`src/sv/top_k_nearest_max_heap_defines.svh`:
```
// Assertion macros for the bounded top-k heap.
// Used by the top level; expects clock and reset in the calling scope.
`ifndef TOP_K_NEAREST_MAX_HEAP_DEFINES_SVH
`define TOP_K_NEAREST_MAX_HEAP_DEFINES_SVH

// cond in a cycle implies cons in the same cycle
`define TKNH_ASSERT_SAME(lbl, cond, cons, msg) \
   lbl: assert property (@(posedge clock) disable iff (reset) (cond) |-> (cons)) \
      else $error(msg);

// cond in a cycle implies cons in the next cycle
`define TKNH_ASSERT_NEXT(lbl, cond, cons, msg) \
   lbl: assert property (@(posedge clock) disable iff (reset) (cond) |=> (cons)) \
      else $error(msg);

`endif

```
`src/sv/tknh_pkg.sv`:
```
// Shared types and constants for the bounded top-k heap.
// No dependencies.
package tknh_pkg;

   localparam int HEAP_DEPTH_DEF = 256;
   localparam int DATA_W         = 32;
   localparam int CAP_W          = 9;
   localparam int ENTRY_W        = 9;
   localparam int CSR_ADDR_W     = 2;

   localparam logic [CAP_W-1:0]      CAP_RESET    = 9'd256;
   localparam logic [CSR_ADDR_W-1:0] CSR_CAPACITY = 2'd0;

   localparam logic [1:0] OP_CLEAR  = 2'd0;
   localparam logic [1:0] OP_INSERT = 2'd1;
   localparam logic [1:0] OP_READ   = 2'd2;

   typedef struct packed {
      logic [1:0]        operation;
      logic [7:0]        slot_index;
      logic [DATA_W-1:0] item_id;
      logic [DATA_W-1:0] item_distance;
   } req_type;

   typedef struct packed {
      logic               stored;
      logic               slot_valid;
      logic [DATA_W-1:0]  out_id;
      logic [DATA_W-1:0]  out_distance;
      logic [ENTRY_W-1:0] entry_count;
   } rsp_type;

   // one heap slot: key and id
   typedef struct packed {
      logic [DATA_W-1:0] key;
      logic [DATA_W-1:0] id;
   } entry_type;

endpackage

```
`src/sv/tknh_csr.sv`:
```
// APB-style register port holding the capacity, plus its clamped value.
// Depends on tknh_pkg (widths, reset value, register address).
module tknh_csr #(
   parameter int HEAP_DEPTH = tknh_pkg::HEAP_DEPTH_DEF,
   parameter int CNT_W      = $clog2(HEAP_DEPTH + 1)
) (
   input  logic                            clock,
   input  logic                            reset,
   input  logic                            psel,
   input  logic                            penable,
   input  logic                            pwrite,
   input  logic [tknh_pkg::CSR_ADDR_W-1:0] paddr,
   input  logic [tknh_pkg::DATA_W-1:0]     pwdata,
   output logic [tknh_pkg::DATA_W-1:0]     prdata,
   output logic                            pready,
   output logic [CNT_W-1:0]                cap_eff
);
   import tknh_pkg::*;

   logic [CAP_W-1:0] cap_ff, cap_in;

   always_comb begin
      cap_in = cap_ff;
      if (psel && penable && pwrite && (paddr == CSR_CAPACITY)) begin
         cap_in = pwdata[CAP_W-1:0];
      end
   end

   always_ff @(posedge clock) begin
      if (reset) begin
         cap_ff <= CAP_RESET;
      end else begin
         cap_ff <= cap_in;
      end
   end

   // zero acts as one, anything past the heap depth saturates
   always_comb begin
      if (cap_ff == '0) begin
         cap_eff = CNT_W'(1);
      end else if (32'(cap_ff) > HEAP_DEPTH) begin
         cap_eff = CNT_W'(HEAP_DEPTH);
      end else begin
         cap_eff = CNT_W'(cap_ff);
      end
   end

   assign prdata = (paddr == CSR_CAPACITY) ? DATA_W'(cap_ff) : '0;
   assign pready = 1'b1;

endmodule

```
`config.mk`:
```
export PLATFORM = sky130hd
export DESIGN_NAME = tknh_csr
export DESIGN_NICKNAME = d
export VERILOG_FILES = /design/src/sv/top_k_nearest_max_heap_defines.svh /design/src/sv/tknh_pkg.sv /design/src/sv/tknh_csr.sv
export SDC_FILE = /design/constraint.sdc
export NUM_CORES = 1
export LEC_CHECK = 0
export ABC_AREA = 0
export BUFFER_PORTS_ARGS = -buffer_cell sky130_fd_sc_hd__buf_2
export CAP_MARGIN = 20
export CORE_MARGIN = 2
export CORE_UTILIZATION = 34
export DETAILED_ROUTE_END_ITERATION = 8
export PLACE_DENSITY = 0.83
export REMOVE_ABC_BUFFERS = 1
export SLEW_MARGIN = 20
export SYNTH_ARGS = -nofsm -noshare
export SYNTH_HDL_FRONTEND = slang
export SYNTH_SLANG_ARGS = --single-unit
```
`constraint.sdc`:
```
create_clock -name clock -period 1 [get_ports clock]
set_input_delay 0.2 -clock clock [delete_from_list [all_inputs] [get_ports clock]]
set_output_delay 0.2 -clock clock [all_outputs]
set_load 0.02 [all_outputs]
```
==> results summary <==
The flow ran to the end, but the final reports show violations. The final reports fail on negative setup slack. The count of H-tree levels built during CTS is 1. In the post-synthesis netlist, the biggest area contributors are sky130_fd_sc_hd__dfxtp_1, sky130_fd_sc_hd__buf_4, sky130_fd_sc_hd__nand2b_1. The total clock buffers created by CTS came out at 3. Averaged over all synthesized cells, the footprint is 8.53 um^2. Setup repair after global routing could not meet its margin everywhere.

Together, buffers and inverters on the worst path number 1. The tool flagged a number of max-cap violations equal to 0. The peak fanout along the critical path came out at 2. The count of boundary I/O pins came out at 81. The via count is 647. Counting I/O delays and the setup requirement, the final critical path takes 1.42 ns. The flip-flop count of the largest register after layout is 9. The register with the most flip-flops in the final layout is cap_ff.

The count of final setup violators is 18. The count of standard-cell rows came out at 17. The global-route met1 utilization came out at 0.129.

The clock latency of the later-clocked register in the worst-skew pair is 0.25 ns. Dividing the final minimum period by the clock period gives 1.42. Setup slack on the worst reg-to-reg path comes out at 0.17 ns. The first global-routing pass estimated 2.39 mm of wire. The count of yosys warnings during synthesis is 0. The net count of the finished layout is 175.

The number of remaining DRC errors is 0. The setup slack after placement came out at -0.202 ns. The clock-pin slew on the worst setup and hold paths is 0.06 ns. The largest net degree at the start of global routing is 19. The repair_antennas step left the layout with diodes totalling 0. Data on the critical path is required at its endpoint by 0.80 ns. The placed instances occupy a cell area of 912 um^2. The half-perimeter wire length after placement came out at 1.16 mm. The worst hold margin came out at 0.195 ns. The number of distinct library cell variants in the gate-level netlist after synthesis is 15. The global routing usage on met3 is 0.0322.

The top cell types in the final layout, fill and taps aside, are sky130_fd_sc_hd__conb_1, sky130_fd_sc_hd__buf_6, sky130_fd_sc_hd__nand2b_1. The post-detailed-route count of antenna-violating nets is 0. Counting along the longest clock path gives a buffer depth of 2. The number of cells produced by synthesis is 88.

Routability-driven placement finished with a final weighted congestion of 0.754. The setup slack after layout came out at -0.425 ns. The final wirelength is 1.59 mm. Traced cell by cell, the critical path runs through nor4_4 -> a21oi_1 -> nor2_1 -> buf_4.

The static power due to leakage came out at 0.545 nW. After detailed routing, the average wire length per cell comes to 9.75 um. The global routing stage identified its most utilized layer as met2.

The cell sitting at the root of the clock tree is a sky130_fd_sc_hd__clkbuf_4. For this block, the initial DRC count from the detailed router was 2. The highest ir drop seen on vdd is 303 uV. The number of slew-limit violations in the final report is 0.

The slowest stage of the critical path belongs to the cell sky130_fd_sc_hd__dfxtp_2. STA classifies the critical path endpoint as an output pin. Derived from the worst setup path, the maximum achievable clock frequency is 702 MHz. Measured on the finished design, the core utilization comes to 0.547.

The worst setup path category is reg -> out. Buffers placed on the I/O ports in this run total 33. The delay contributed by the slowest stage of the critical path came out at 0.34 ns. The width of the die came out at 51.0 um. sky130_fd_sc_hd__dfxtp_1 takes more of the synthesized area than any other cell. The detail-routed via count per cell is 3.97. The worst setup path is launched from a register.

The kind of cell with the highest combined delay along the critical path is simple AND/OR/NAND/NOR gates. For the worst setup path, the data arrival time is 1.22 ns. In this run the standard cell core region covers 0.00215 mm^2. The worst clock skew came out at 0 ns. In this run the worst hold path is classified as in -> reg. The total grt overflow came out at 0. Synthesis inferred 9 register bits. Once layout is done, the placed cells without fillers occupy 0.00118 mm^2. The chip height is 51.0 um. The fraction of final layout cells with drive strength greater than 1 is 0.570. The setup TNS came out at -2.89 ns.

The initial core utilization is 0.349. The number of antenna violations at the first check in global routing came out at 0. TritonCTS built the clock tree. The total chip power is 0.843 mW. The sink count of the clock tree came out at 9. For this run, the total global-route usage over all layers was measured as 0.124. The post-placement cell count came out at 155. The die covers 0.00260 mm^2.

The share of Yosys cell area claimed by the top area cell type came out at 0.240. The first-pass iteration count of the detailed router came out at 4. The cell area after synthesis is 751 um^2. The via count of the first global-routing pass was 558. The final-report hold violation count is 0. The met2 capacity usage during global routing is 0.232.

The power per cell area came out at 717 mW/mm^2. In the final layout, the registers with the most flip-flops are cap_ff (9). The final cell count without fillers is 163. The share of the Yosys chip area taken by registers is 0.240. The area growth from synthesis to final layout came out at 56.7%. The hold buffer count at CTS is 0.
==> kinds of logic (layout without fill, tap and decap cells) <==
| kind of cell | Yosys count | count (layout) | share of synthesized area |
|---|---|---|---|
| AOI/OAI and AO/OA | 1 | 1 | 0.00666 |
| other | 2 | 24 | 0.0100 |
| DFF | 9 | 9 | 0.240 |
| buffers and inverters | 28 | 53 | 0.282 |
| and+or+nand+nor | 39 | 39 | 0.342 |
| muxes | 9 | 9 | 0.120 |
==> per-layer routing <==
layer | share of wire | wire (um)
met1 | 0.34 | 539
met2 | 0.59 | 930
met3 | 0.075 | 119
met4 | 0 | 0
met5 | 0 | 0
==> cells in the mapped netlist (all sizes together) <==
library cell / n
nor4: 1
conb: 2
nor3: 1
nor2b: 7
buf: 25
a21oi: 1
mux2i: 9
dfxtp: 9
clkbuf: 3
and4: 1
and2: 9
nand2b: 16
nor2: 4
==> area by class of cell <==
type                       instances  area, um^2
fill                             186         972
timing repair buffer              49         420
multi-input combinational         73         498
sequential                         9         196
tap                               28        35.0
clock buffer                       4        26.3
==> path summary, 6_finish.rpt <==
kind,end,cells past startpoint,from
min reg2reg,cap_ff[1],3,cap_ff[1]
max,cap_eff[0],4,cap_ff[6]
min,cap_ff[6],3,pwdata[6]
max reg2reg,cap_ff[4],4,cap_ff[4]
==> worst register-to-register path: cells and delay by family, from the launching register on <==
family | cells | cell delay (ns)
buffers and inverters | 2 | 0.24
AND/OR/NAND/NOR | 1 | 0.07
flip-flops | 1 | 0.34
multiplexers | 1 | 0.07
==> report_power, final <==
group	total (mW)	switching [mW]	internal (mW)	leakage (nW)
Combinational	0.207	0.131	0.0759	0.453
Clock	0.272	0.118	0.153	0.0150
Sequential	0.364	0.00515	0.359	0.0769
Total	0.843	0.255	0.588	0.545
==> timing repair <==
item | in CTS | in global routing
cloned | 0 | 0
setup buffers | 3 | 3
pin swaps | 2 | 0
endpoints found under the setup margin | 18 | 18
hold endpoints to repair | 0 | 0
resized for setup | 57 | 14
(Power assumes the default switching activity.)
